--- src/design/lramt_pkg.sv ---
`timescale 1ns / 1ps
// ----------------------------------------------------------------------------
// lramt_pkg: shared types and constants
// Tree geometry, node word layout, command and result structs.
// ----------------------------------------------------------------------------
package lramt_pkg;

   localparam int LEAVES     = 1024;
   localparam int LEVELS     = $clog2(LEAVES);
   localparam int SPAN       = 1 << LEVELS;
   localparam int NODES      = 2 * SPAN - 1;
   localparam int NODE_W     = $clog2(NODES);
   localparam int LVL_W      = $clog2(LEVELS + 1);
   localparam int LRET_W     = $clog2(LEVELS);
   localparam int IDX_W      = 10;
   localparam int VAL_W      = 31;

   localparam logic [VAL_W-1:0] TOP_VALUE = {VAL_W{1'b1}};

   typedef enum logic [1:0] {
      MODE_ASSIGN = 2'd0,
      MODE_READ   = 2'd1,
      MODE_MIN    = 2'd2,
      MODE_SPARE  = 2'd3   // unused: no effect, no result
   } mode_type;

   typedef struct packed {
      logic [VAL_W-1:0] min_val;
      logic [VAL_W-1:0] tag_val;
      logic             tag_valid;
   } node_word_type;

   typedef struct packed {
      logic                wr_en;
      logic [NODE_W-1:0]   wr_addr;
      node_word_type       wr_data;
      logic [NODE_W-1:0]   rd_addr;
   } mem_req_type;

   typedef struct packed {
      logic [1:0]       mode;
      logic [IDX_W-1:0] range_lo;
      logic [IDX_W-1:0] range_hi;
      logic [IDX_W-1:0] point_index;
      logic [VAL_W-1:0] new_value;
   } cmd_type;

   typedef struct packed {
      logic             valid;
      logic [VAL_W-1:0] answer;
   } res_type;

endpackage

--- src/design/lramt_seq.sv ---
`timescale 1ns / 1ps
// ----------------------------------------------------------------------------
// lramt_seq: tree walk sequencer
// Depth-first walk with one shared range compare and min unit.
// ----------------------------------------------------------------------------
module lramt_seq
   import lramt_pkg::*;
(
   input  logic          clock,
   input  logic          reset,
   input  logic          start,
   input  cmd_type       cmd,
   output logic          idle,
   output res_type       res,
   input  logic          res_ack,
   output mem_req_type   mem_req,
   input  node_word_type rd_data
);

   typedef enum logic [8:0] {
      ST_CLEAR   = 9'b000000001,
      ST_IDLE    = 9'b000000010,
      ST_READ    = 9'b000000100,
      ST_EVAL    = 9'b000001000,
      ST_PUSHL   = 9'b000010000,
      ST_PUSHR   = 9'b000100000,
      ST_RET     = 9'b001000000,
      ST_COMBINE = 9'b010000000,
      ST_OUT     = 9'b100000000
   } state_type;

   state_type        state_ff, state_in;
   logic [LVL_W-1:0] level_ff, level_in;
   logic [IDX_W-1:0] pos_ff, pos_in;
   logic [VAL_W-1:0] acc_ff, acc_in;
   logic [VAL_W-1:0] ret_ff, ret_in;
   logic [VAL_W-1:0] tag_ff, tag_in;
   logic [IDX_W-1:0] a_ff, a_in, b_ff, b_in;
   logic [VAL_W-1:0] v_ff, v_in;
   logic             assign_ff, assign_in;
   logic [NODE_W-1:0] clr_ff, clr_in;
   logic [VAL_W-1:0] lret_ff [LEVELS];
   logic             lret_we;
   logic [LRET_W-1:0] lret_wa;

   logic [NODE_W-1:0] node_idx, left_idx, right_idx;
   logic [LVL_W-1:0]  shift;
   logic [IDX_W-1:0]  seg_lo, seg_hi;
   logic              full_cov, disjoint, is_leaf, child_leaf;
   logic [VAL_W-1:0]  comb_min;

   // node geometry from level and position
   always_comb begin
      node_idx  = ({{(NODE_W-1){1'b0}}, 1'b1} << level_ff) - {{(NODE_W-1){1'b0}}, 1'b1}
                  + NODE_W'(pos_ff);
      left_idx  = {node_idx[NODE_W-2:0], 1'b1};
      right_idx = left_idx + {{(NODE_W-1){1'b0}}, 1'b1};
      shift     = LVL_W'(LEVELS) - level_ff;
      seg_lo    = pos_ff << shift;
      seg_hi    = seg_lo | ~({IDX_W{1'b1}} << shift);
      full_cov  = (a_ff <= seg_lo) && (seg_hi <= b_ff);
      disjoint  = (seg_hi < a_ff) || (seg_lo > b_ff);
      is_leaf   = (level_ff == LVL_W'(LEVELS));
      child_leaf = (level_ff == LVL_W'(LEVELS - 1));
      comb_min  = (lret_ff[level_ff[LRET_W-1:0]] < ret_ff) ?
                  lret_ff[level_ff[LRET_W-1:0]] : ret_ff;
   end

   always_comb begin
      state_in  = state_ff;
      level_in  = level_ff;
      pos_in    = pos_ff;
      acc_in    = acc_ff;
      ret_in    = ret_ff;
      tag_in    = tag_ff;
      a_in      = a_ff;
      b_in      = b_ff;
      v_in      = v_ff;
      assign_in = assign_ff;
      clr_in    = clr_ff;
      lret_we   = 1'b0;
      lret_wa   = level_ff[LRET_W-1:0] - LRET_W'(1);
      mem_req.wr_en   = 1'b0;
      mem_req.wr_addr = node_idx;
      mem_req.wr_data = '{min_val: TOP_VALUE, tag_val: '0, tag_valid: 1'b0};
      mem_req.rd_addr = node_idx;
      res.valid  = 1'b0;
      res.answer = acc_ff;

      case (state_ff)
         ST_CLEAR: begin
            mem_req.wr_en   = 1'b1;
            mem_req.wr_addr = clr_ff;
            clr_in = clr_ff + {{(NODE_W-1){1'b0}}, 1'b1};
            if (clr_ff == NODE_W'(NODES - 1)) begin
               state_in = ST_IDLE;
            end
         end
         ST_IDLE: begin
            if (start) begin
               level_in  = '0;
               pos_in    = '0;
               acc_in    = TOP_VALUE;
               a_in      = cmd.range_lo;
               b_in      = cmd.range_hi;
               v_in      = cmd.new_value;
               assign_in = 1'b0;
               case (cmd.mode)
                  MODE_ASSIGN: begin
                     assign_in = 1'b1;
                     if (cmd.range_lo <= cmd.range_hi) state_in = ST_READ;
                  end
                  MODE_READ: begin
                     a_in     = cmd.point_index;
                     b_in     = cmd.point_index;
                     state_in = ST_READ;
                  end
                  MODE_MIN: begin
                     state_in = (cmd.range_lo <= cmd.range_hi) ? ST_READ : ST_OUT;
                  end
                  default: state_in = ST_IDLE;
               endcase
            end
         end
         ST_READ: begin
            state_in = ST_EVAL;
         end
         ST_EVAL: begin
            if (disjoint) begin
               ret_in   = rd_data.min_val;
               state_in = ST_RET;
            end else if (full_cov) begin
               if (assign_ff) begin
                  mem_req.wr_en   = 1'b1;
                  mem_req.wr_data = '{min_val: v_ff, tag_val: v_ff, tag_valid: !is_leaf};
                  ret_in = v_ff;
               end else begin
                  if (rd_data.min_val < acc_ff) acc_in = rd_data.min_val;
                  ret_in = rd_data.min_val;
               end
               state_in = ST_RET;
            end else if (rd_data.tag_valid && !assign_ff) begin
               // whole subtree holds the pending value
               if (rd_data.tag_val < acc_ff) acc_in = rd_data.tag_val;
               state_in = ST_RET;
            end else if (rd_data.tag_valid) begin
               tag_in   = rd_data.tag_val;
               state_in = ST_PUSHL;
            end else begin
               level_in = level_ff + LVL_W'(1);
               pos_in   = pos_ff << 1;
               state_in = ST_READ;
            end
         end
         ST_PUSHL: begin
            mem_req.wr_en   = 1'b1;
            mem_req.wr_addr = left_idx;
            mem_req.wr_data = '{min_val: tag_ff, tag_val: tag_ff, tag_valid: !child_leaf};
            state_in = ST_PUSHR;
         end
         ST_PUSHR: begin
            mem_req.wr_en   = 1'b1;
            mem_req.wr_addr = right_idx;
            mem_req.wr_data = '{min_val: tag_ff, tag_val: tag_ff, tag_valid: !child_leaf};
            level_in = level_ff + LVL_W'(1);
            pos_in   = pos_ff << 1;
            state_in = ST_READ;
         end
         ST_RET: begin
            if (level_ff == '0) begin
               state_in = assign_ff ? ST_IDLE : ST_OUT;
            end else if (!pos_ff[0]) begin
               lret_we  = 1'b1;
               pos_in   = pos_ff | IDX_W'(1);
               state_in = ST_READ;
            end else begin
               level_in = level_ff - LVL_W'(1);
               pos_in   = pos_ff >> 1;
               state_in = ST_COMBINE;
            end
         end
         ST_COMBINE: begin
            ret_in = comb_min;
            if (assign_ff) begin
               mem_req.wr_en   = 1'b1;
               mem_req.wr_data = '{min_val: comb_min, tag_val: '0, tag_valid: 1'b0};
            end
            state_in = ST_RET;
         end
         ST_OUT: begin
            res.valid = 1'b1;
            if (res_ack) state_in = ST_IDLE;
         end
         default: state_in = ST_IDLE;
      endcase
   end

   assign idle = (state_ff == ST_IDLE);

   always_ff @(posedge clock) begin
      if (reset) begin
         state_ff <= ST_CLEAR;
         clr_ff   <= '0;
      end else begin
         state_ff <= state_in;
         clr_ff   <= clr_in;
      end
      level_ff  <= level_in;
      pos_ff    <= pos_in;
      acc_ff    <= acc_in;
      ret_ff    <= ret_in;
      tag_ff    <= tag_in;
      a_ff      <= a_in;
      b_ff      <= b_in;
      v_ff      <= v_in;
      assign_ff <= assign_in;
      if (lret_we) lret_ff[lret_wa] <= ret_ff;
   end

endmodule

--- config.mk ---
export PLATFORM = sky130hd
export DESIGN_NAME = lramt_seq
export DESIGN_NICKNAME = d
export VERILOG_FILES = /design/src/design/lramt_pkg.sv /design/src/design/lramt_seq.sv
export SDC_FILE = /design/constraint.sdc
export NUM_CORES = 1
export LEC_CHECK = 0
export BUFFER_PORTS_ARGS = -buffer_cell sky130_fd_sc_hd__buf_2
export CAP_MARGIN = 15
export CORE_MARGIN = 2
export CORE_UTILIZATION = 60
export CTS_CLUSTER_DIAMETER = 120
export DETAILED_ROUTE_END_ITERATION = 10
export PLACE_DENSITY_LB_ADDON = 0.1
export SLEW_MARGIN = 40
export SYNTH_ARGS = -nofsm -noshare
export SYNTH_HDL_FRONTEND = slang
export SYNTH_SLANG_ARGS = --single-unit
--- constraint.sdc ---
create_clock -name clock -period 8.76 [get_ports clock]
set_input_delay 1.314 -clock clock [delete_from_list [all_inputs] [get_ports clock]]
set_output_delay 1.314 -clock clock [all_outputs]
set_load 0.01 [all_outputs]
==> out/results.ini, run 1 <==
[run_status]
status=finished clean

[layout]
fin_cells=2897
seqCellArea_mm2=0.0146
nets=2617
syn2layout_area_growth_pct=14.2
multiInputGateArea_mm2=0.0103
drive_gt1_share_pct=20.7
antenna_cells=0
nFillCells=2965

[sta]
slew_viol_final=0
whs_ns=0.506
max_slew_margin_pct=43.4
finalCritPeriodShare_pct=86.5
rsz0062_at_grt=no
finClkSkew_ns=0.0269
setup_violations=0
fin_tns_setup_ns=0
worst_pin_slew_ns=0.843
fmax_ghz=0.132
hold_violations=0
period_needed_ns=7.58

[yosys]
synth_top_family_by_area=simple AND/OR/NAND/NOR gates
synth_seq_cells=493
synth-edff-count=469
synth_mux_area_share_pct=10.2
async_flop_share_pct=0
yosysSeqAreaShare_pct=56.5
synth.distinct_cells=81
yosysWarnings=0
avgSynthCellArea_um2=12.4
synth_fa_ha_area_share_pct=8.23
synth_compound_area_share_pct=9.88
synthSimpleGateAreaFrac_pct=10.6
synth_xor_area_share_pct=0.777
syn_nets=2379
synthFlopType=edfxtp_1
netlist_area_mm2=0.0258
syn_inst=2080

[drt]
wire_per_inst_um=25.0
drt_wl_total_um=72500
drc=0
ant_nets=0
viasPerCell=6.38
vias=18500
drtIter0Drc=2020
dr.pass1.iters=6

[worst_setup_path]
r2r-start=level_ff[0]$_DFFE_PN_
cp-start-kind=flop
crit_fanout=33
crit_type=reg -> out
worstPathRequired_ns=7.45
crit_path_end_kind=output pin
r2r_end=acc_ff[26]$_SDFFCE_PN1P_
worst_ep_arrival_time_ns=6.26
ff2ff_path_depth=18
r2r_setup_slack_ns=2.74

[min_path]
hp-start=clr_ff[9]$_SDFFE_PP0N_
min_to=clr_ff[9]$_SDFFE_PP0N_
hold_class=reg -> reg
whs_path_depth=2

[pwr]
power_mw=5.11
p_leak_nw=11.6
peakVddDrop_uv=170
powerDensity_mw_per_mm2=174

[cts]
clock_latency_ns=0.62
cts_resized=0
clkTransAtPathRegs_ns=0.06
clock-sinks=493
postCtsSetupRepairBufs=0
cts_hold_buf=0
cts_buffers=50
cts_max_level=2
cts_max_path_buffers=3
cts-root-buf=clkbuf_16
cts_tree=done

[global_route]
grt_use_total_pct=32.6
antenna_found_initial=3
grt_pass1_wl_um=108000
overflow=0
grt_max_degree=66
grt_pass1_vias=18100

[place]
portBuffers=248
dpl.cell_count=2804
place.gp.congestion=0.991
dp_hpwl_um=51900

[floorplanning]
fp.dieH_um=211
core_area_mm2=0.0421
fp.dieArea_mm2=0.0446
start_util_pct=61.2
die_w_um=211
io_pins=249
rows=75

[flow_run]
max_cap_viol_count=0

[worst max path at each step]
stage,from,end,cells past startpoint
finish,level_ff[0]$_DFFE_PN_,mem_req[11],21
global placement,level_ff[0]$_DFFE_PN_,mem_req[11],20
detailed placement,level_ff[0]$_DFFE_PN_,mem_req[11],20
floorplan,level_ff[0]$_DFFE_PN_,acc_ff[0]$_SDFFCE_PN1P_,18
CTS,level_ff[0]$_DFFE_PN_,mem_req[11],20
global route,level_ff[0]$_DFFE_PN_,mem_req[11],21
[area by class of cell]
cell class	count	share of cell area, %
Timing Repair Buffer	283	5.32
Multi-Input combinational cell	1341	34.9
Clock buffer	62	4.47
Sequential cell	493	49.5
Tap cell	539	2.29
Clock inverter	30	1.57
Inverter	149	1.90
[flip-flops by register name (all words and copies together), names as in the netlist, named ones only]
name and flops:
lret_ff 310, acc_ff 31, ret_ff 31, tag_ff 31
v_ff 31, clr_ff 11, a_ff 10, b_ff 10
pos_ff 10, state_ff 9, level_ff 4, assign_ff 1
[kinds of logic (layout without fill, tap and decap cells)]
logic type | Yosys count | count (layout)
simple gates | 582 | 582
flops | 493 | 493
compound gates | 397 | 397
buf+inv | 246 | 524
mux | 171 | 171
fa+ha+maj | 169 | 169
xor+xnor | 22 | 22
[layer usage]
metal	up-vias	global-route usage (%)	part of all wire, %
met1	9006	48.3	43
met3	122	5.81	10
met5	-	0	0.032
met4	4	8.69	2.4
met2	1023	50.0	45
li1	8315	-	-
[worst max-delay path, stage by stage, from the launching register on]
cell and delay [ns]:
edfxtp_1 0.56, buf_6 0.23, inv_1 0.12, ha_1 0.70, mux4_2 0.60, mux2i_1 0.15, nor2_1 0.05, a31oi_1 0.26
o21ai_0 0.22, ha_1 0.37, nand2_1 0.06, o21a_1 0.14, o2111ai_1 0.15, a22oi_2 0.21, buf_4 0.39, o211ai_1 0.17
buf_4 0.29, nor2_2 0.15, buf_4 0.38, nor2_1 0.08, o221ai_1 0.18, buf_2 0.17
[synthesized netlist by cell type (10+ instances only)]
cell / n / area [µm²]
nor3_1: 16 / 80.1
a22o_1: 10 / 87.6
nand3_1: 63 / 315
nor2b_1: 44 / 275
a211oi_1: 42 / 315
mux2_2: 29 / 327
dfxtp_1: 24 / 480
inv_1: 149 / 559
buf_2: 17 / 85.1
a21o_1: 15 / 113
o21ai_1: 16 / 80.1
nand2_1: 268 / 1010
nand2b_1: 11 / 68.8
clkbuf_1: 67 / 251
nor2_1: 87 / 327
edfxtp_1: 469 / 14100
ha_1: 168 / 2100
and2_1: 15 / 93.8
o21a_1: 10 / 75.1
mux2i_1: 67 / 671
o21ai_0: 82 / 410
nand4_1: 29 / 181
a21oi_1: 124 / 621
o2111ai_1: 33 / 289
mux4_2: 69 / 1550
xnor2_1: 14 / 123
[power by group]
part | internal [mW] | switching (mW)
Clock | 1.37 | 0.924
Combinational | 0.0992 | 0.149
Sequential | 2.56 | 0.0127
[per-stage QoR]
step / instance area (µm²) / util (%) / setup slack (ns)
final: 29400 / 69.8 / 1.18
after CTS: 29400 / 69.8 / 0.829
after floorplan: 25800 / - / 1.37
after global routing: 29400 / 69.8 / 0.767
after detailed placement: 27600 / 65.6 / 1.49
after global placement: 27600 / 65.4 / 1.67
[cells in the final DEF (no fill, tap or decap), drive strengths merged, types with 6 or more instances in the layout]
cell type	n
a211oi	43
a21o	15
a21oi	127
a22o	10
and2	15
and3	8
buf	283
bufinv	10
clkbuf	62
clkinv	16
dfxtp	24
edfxtp	469
ha	168
inv	150
mux2	35
mux2i	67
mux4	69
nand2	268
nand2b	11
nand3	63
nand4	29
nor2	87
nor2b	44
nor3	17
nor3b	9
o2111ai	33
o211ai	9
o21a	10
o21ai	99
or3	6
xnor2	15
xor2	7
No activity file was read; power rests on OpenSTA's default activity.
==> inputs of run 2 (changes only) <==
--- a/config.mk
+++ b/config.mk
@@ -5,6 +5,7 @@
 export SDC_FILE = /design/constraint.sdc
 export NUM_CORES = 1
 export LEC_CHECK = 0
+export ABC_CLOCK_PERIOD_IN_PS = 8760
 export BUFFER_PORTS_ARGS = -buffer_cell sky130_fd_sc_hd__buf_2
 export CAP_MARGIN = 15
 export CORE_MARGIN = 2
==> constraint.sdc (replaced) <==
create_clock -name clock -period 8.76 [get_ports clock]
set_input_delay 0.438 -clock clock [delete_from_list [all_inputs] [get_ports clock]]
set_output_delay 0.438 -clock clock [all_outputs]
set_load 0.01 [all_outputs]
==> run 2 against run 1 <==
Net effect: register-to-register slack improved by 0.27 ns; sequential cell count did not move; clock skew rose by 0.016 ns; total power is 4.3% lower; critical path depth decreased by 1; cell area hardly changed; hold slack got worse by 0.49 ns; clock-buffer cell count is 3 lower; global-route usage hardly changed; critical path type unchanged.
==> out/results.ini, run 2 (same netlist as run 1, synthesis figures left out) <==
[global_route]
overflow=0
grt_use_total_pct=32.6
grt_pass1_wl_um=109000
grt_pass1_vias=18100
antenna_found_initial=1
grt_max_degree=67

[sta]
rsz0062_at_grt=no
hold_violations=0
finClkSkew_ns=0.0427
slew_viol_final=0
max_slew_margin_pct=43.4
fmax_ghz=0.150
period_needed_ns=6.66
setup_violations=0
finalCritPeriodShare_pct=76.0
fin_tns_setup_ns=0
worst_pin_slew_ns=0.848

[layout]
nFillCells=2985
regMostFlops=lret_ff
seqCellArea_mm2=0.0146
syn2layout_area_growth_pct=14.2
final_util_pct=69.8
drive_gt1_share_pct=20.1
layout_common_cells=edfxtp_1 (469), nand2_1 (268), buf_2 (248)
multiInputGateArea_mm2=0.0103
nets=2641
largest_reg_flops=310
final_common_cell=edfxtp_1

[drt]
vias=18500
drt_wl_total_um=72300
viasPerCell=6.34
ant_nets=0
dr.pass1.iters=5
drc=0
wire_per_inst_um=24.8
drtIter0Drc=2050

[floorplanning]
fp.dieH_um=211
start_util_pct=61.2
core_area_mm2=0.0421
fp.dieArea_mm2=0.0446
die_w_um=211
io_pins=249
rows=75

[cts]
clock_latency_ns=0.62
cts_hold_buf=25
cts_tree=done
cts_buffers=50
cts-root-buf=clkbuf_16
cts_max_level=2
clock-sinks=493
cts_resized=0
cts_max_path_buffers=3
postCtsSetupRepairBufs=0
clkTransAtPathRegs_ns=0.06

[worst_setup_path]
crit_fanout=33
r2r_setup_slack_ns=3.01
worstPathRequired_ns=8.32
cp-start-kind=flop
crit_path_max_incr_delay_ns=0.74
crit_type=reg -> out
worst_ep_arrival_time_ns=6.22
cp_slowest_cell=ha_1
worstPathCellList=inv_1 > ha_1 > mux4_2 > mux2i_1 > nor2_1 > a31oi_1 > o21ai_0 > ha_1 > nand2_1 > o21a_1 > o2111ai_1 > a22oi_2 > buf_4 > o211ai_1 > buf_4 > nor2_2 > buf_4 > nand2_1 > nand2_1 > buf_2
crit_path_end_kind=output pin

[pwr]
p_leak_nw=11.6
peakVddDrop_uv=164
powerDensity_mw_per_mm2=166

[flow_run]
max_cap_viol_count=0

[place]
dp_hpwl_um=50400
portBuffers=248
place.gp.congestion=0.994

[min_path]
hold_class=in -> reg

[run_status]
status=finished clean

[run 2: cell count changes in the layout (fill, tap and decap cells not counted), moves of 3 or more]
cell	previous run	this run
bufinv_16	10	3
and2_1	11	15
clkinv_2	5	8
clkinv_1	8	12
and2_2	4	0
dlygate4sd3_1	0	25
[run 2: layer usage]
layer | GRT usage, % | share of wire [%] | vias up
met5 | 0 | 0 | -
met4 | 9.30 | 2.8 | 0
met3 | 7.08 | 11 | 125
met2 | 48.3 | 44 | 1055
met1 | 48.8 | 42 | 8981
li1 | - | - | 8352
[run 2: final cells by class]
class / instances / area share [%]
clock inverters: 29 / 0.914
multi-input cells: 1341 / 34.9
diodes: 1 / 0.00851
clock buffers: 59 / 4.44
inverters: 149 / 1.90
repair buffers: 307 / 5.99
well taps: 539 / 2.29
flip-flops and latches: 493 / 49.5
[run 2: power by group]
part           switching [mW]  leakage [nW]  internal, mW
logic                   0.151          6.48         0.106
registers              0.0128          4.32          2.56
clock network           0.912         0.766          1.16
total                    1.08          11.6          3.82
[run 2: path summary, 6_finish.rpt]
kind	to	from	cells past startpoint
min reg2reg	clr_ff[8]$_SDFFE_PP0N_	clr_ff[8]$_SDFFE_PP0N_	2
min	v_ff[6]$_DFFE_PP_	cmd[6]	1
max	mem_req[23]	level_ff[0]$_DFFE_PN_	20
max reg2reg	acc_ff[0]$_SDFFCE_PN1P_	level_ff[0]$_DFFE_PN_	16
[run 2: through the flow]
stage	cells	hold WS, ns	cell area (µm²)	total power [mW]	setup slack (ns)
global route	2918	0.00348	29400	5.04	1.72
detailed placement	2803	0.507	27600	2.86	2.43
CTS	2916	0.000424	29400	4.92	1.70
floorplan	2080	0.471	25800	2.75	1.37
finish	2918	0.0206	29400	4.90	2.10
global placement	2802	0.489	27500	2.85	2.60
[run 2: critical path: cells and delay by family, from the launching register on]
kind | cells | cell delay [ns]
buffers and inverters | 5 | 1.45
DFF | 1 | 0.55
AOI/OAI and AO/OA | 6 | 1.26
adders and majority gates | 2 | 1.10
muxes | 2 | 0.73
and+or+nand+nor | 5 | 0.52
==> inputs of run 3 (changes only) <==
--- a/config.mk
+++ b/config.mk
@@ -5,11 +5,11 @@
 export SDC_FILE = /design/constraint.sdc
 export NUM_CORES = 1
 export LEC_CHECK = 0
-export ABC_CLOCK_PERIOD_IN_PS = 8760
+export ABC_CLOCK_PERIOD_IN_PS = 5510
 export BUFFER_PORTS_ARGS = -buffer_cell sky130_fd_sc_hd__buf_2
 export CAP_MARGIN = 15
 export CORE_MARGIN = 2
-export CORE_UTILIZATION = 60
+export CORE_UTILIZATION = 54
 export CTS_CLUSTER_DIAMETER = 120
 export DETAILED_ROUTE_END_ITERATION = 10
 export PLACE_DENSITY_LB_ADDON = 0.1
==> constraint.sdc (replaced) <==
create_clock -name clock -period 5.51 [get_ports clock]
set_input_delay 0.2755 -clock clock [delete_from_list [all_inputs] [get_ports clock]]
set_output_delay 0.2755 -clock clock [all_outputs]
set_load 0.01 [all_outputs]
==> run 3 against run 2 <==
Net effect: routed wire length is 3.5% higher; clock power is 76% higher; first-iteration DRC count is 7.8% lower; critical path depth is 5 lower; die area is 11% higher; clock-buffer cell count is 3 higher; setup slack worse by 1.9 ns; largest power group unchanged.
==> out/results.ini, run 3 (same netlist as run 1, synthesis figures left out) <==
[layout]
nFillCells=3615
layout_common_cells=edfxtp_1 (469), nand2_1 (267), buf_2 (248)
syn2layout_area_growth_pct=19.3
largest_reg_flops=310
final_common_cell=edfxtp_1
nets=2731
drive_gt1_share_pct=22.0
seqCellArea_mm2=0.0146
multiInputGateArea_mm2=0.0104
regMostFlops=lret_ff

[cts]
cts_max_level=2
clock-sinks=493
cts_max_path_buffers=3
clock_latency_ns=0.61
cts-root-buf=clkbuf_16
clkTransAtPathRegs_ns=0.06
cts_tree=done
cts_buffers=51

[worst_setup_path]
crit_type=reg -> out
crit_path_end_kind=output pin
r2r-start=level_ff[0]$_DFFE_PN_
worstPathRequired_ns=5.23
crit_path_max_incr_delay_ns=0.70
worstPathCellList=mux4_2 > nor2b_1 > a211oi_1 > a21oi_1 > ha_1 > a21oi_1 > o21ai_0 > a221o_1 > nor2_1 > o21ai_1 > a21oi_4 > buf_4 > mux2i_4 > o2111ai_1 > buf_2
path_common_cell=a21oi_1
worst-path-buf-inv=2
cp_slowest_cell=dfxtp_2
ff2ff_path_depth=18
crit_fanout=18
cp_top_family=compound AO/OA/AOI/OAI gates
worst_ep_arrival_time_ns=5.08
cp-start-kind=flop
endpoint=mem_req[52]
worstSetupPathDepth=15
r2r_setup_slack_ns=0.55
r2r_end=acc_ff[20]$_SDFFCE_PN1P_

[floorplanning]
start_util_pct=54.3
fp.dieArea_mm2=0.0495
die_w_um=222
io_pins=249
rows=80
fp.dieH_um=222
core_area_mm2=0.0474

[drt]
dr.pass1.iters=5
drc=0
viasPerCell=6.08
ant_nets=0
drt_wl_total_um=74800
wire_per_inst_um=24.2
drtIter0Drc=1891
vias=18800

[sta]
fin_ws_ns=0.151
finClkSkew_ns=0.0208
setup_violations=0
worst_pin_slew_ns=0.775
period_needed_ns=5.36
whs_ns=0.0228
max_slew_margin_pct=48.2
fmax_ghz=0.187
hold_violations=0
finalCritPeriodShare_pct=97.3
slew_viol_final=0
fin_tns_setup_ns=0

[place]
portBuffers=248
place.gp.congestion=0.932
dp_hpwl_um=52200
post-place-ws_ns=0.454

[pwr]
powerDensity_mw_per_mm2=266
p_leak_nw=12.0
peakVddDrop_uv=246

[global_route]
overflow=0
grt_use_total_pct=30.1
grt_pass1_wl_um=113000
antenna_found_initial=3
grt_max_degree=66
grt_pass1_vias=18300

[flow_run]
max_cap_viol_count=0

[run_status]
status=finished clean

[min_path]
hold_class=in -> reg

run 3: cell count changes in the layout (fill, tap and decap cells not counted), moves of 3 or more:
cell / change
and2_4: +7
buf_4: +21
bufinv_16: +6
mux2i_4: +5
and2_2: +3
clkinv_1: -5
dlygate4sd3_1: +60
clkinvlp_4: +3
clkbuf_1: +3
buf_12: +4
and2_1: -10
mux2i_1: -17
mux2i_2: +12
run 3: metal layers:
| layer | track usage [%] | share of wire (%) |
|---|---|---|
| met5 | 0 | 0.045 |
| met4 | 8.66 | 2.6 |
| met3 | 5.53 | 9.4 |
| met2 | 44.3 | 43 |
| met1 | 45.9 | 44 |
run 3: timing repair:
item,4_1_cts,5_1_grt
hold buffers,85,0
setup buffers,0,13
gates resized for setup,5,30
setup endpoints to repair,4,63
pin swaps,0,4
endpoints found under the hold margin,91,0
gates cloned,0,1
run 3: worst min-delay path by stage:
stage,slack [ns],cells past startpoint,end,from
final,0.02,3,a_ff[7]$_DFFE_PP_,cmd[38]
after global routing,0.02,3,a_ff[1]$_DFFE_PP_,cmd[32]
after CTS,0.0009,3,a_ff[7]$_DFFE_PP_,cmd[38]
after detailed placement,0.45,1,v_ff[19]$_DFFE_PP_,cmd[19]
after global placement,0.45,1,v_ff[14]$_DFFE_PP_,cmd[14]
after floorplan,0.34,1,state_ff[6]$_SDFFE_PP0P_,reset
run 3: area by class of cell:
| cell class | count | share of cell area (%) |
|---|---|---|
| multi-input cells | 1341 | 34.0 |
| clock inverters | 31 | 1.45 |
| flip-flops and latches | 493 | 47.4 |
| diodes | 1 | 0.00814 |
| well taps | 615 | 2.50 |
| repair buffers | 396 | 8.60 |
| inverters | 149 | 1.82 |
| clock buffers | 62 | 4.28 |
run 3: worst register-to-register path, cell delays in order, from the launching register on:
cell and delay, ns:
edfxtp_1 0.39, buf_4 0.24, ha_1 0.29, xnor2_2 0.34
buf_4 0.26, nand2_1 0.07, o21ai_0 0.08, nand2_1 0.17
o211ai_1 0.21, ha_1 0.32, nand4_1 0.12, o21bai_1 0.12
o2111ai_1 0.20, a22o_1 0.41, buf_4 0.27, a211oi_1 0.26
a21oi_1 0.16, o41ai_4 0.24, buf_4 0.45
run 3: per-stage QoR:
stage          power, mW  cells  instance area (µm²)  util [%]
2_1_floorplan       4.38   2080                25800         -
3_3_place_gp        4.54   2895                27900      58.7
3_5_place_dp        4.55   2895                27900      58.7
4_1_cts             8.20   3073                30500      64.3
5_1_grt             8.39   3088                30800      64.8
6_report            8.18   3088                30800      64.8
run 3: report_power, final:
group | switching (mW) | internal, mW
Clock | 1.50 | 2.14
Sequential | 0.0193 | 4.07
Combinational | 0.250 | 0.208
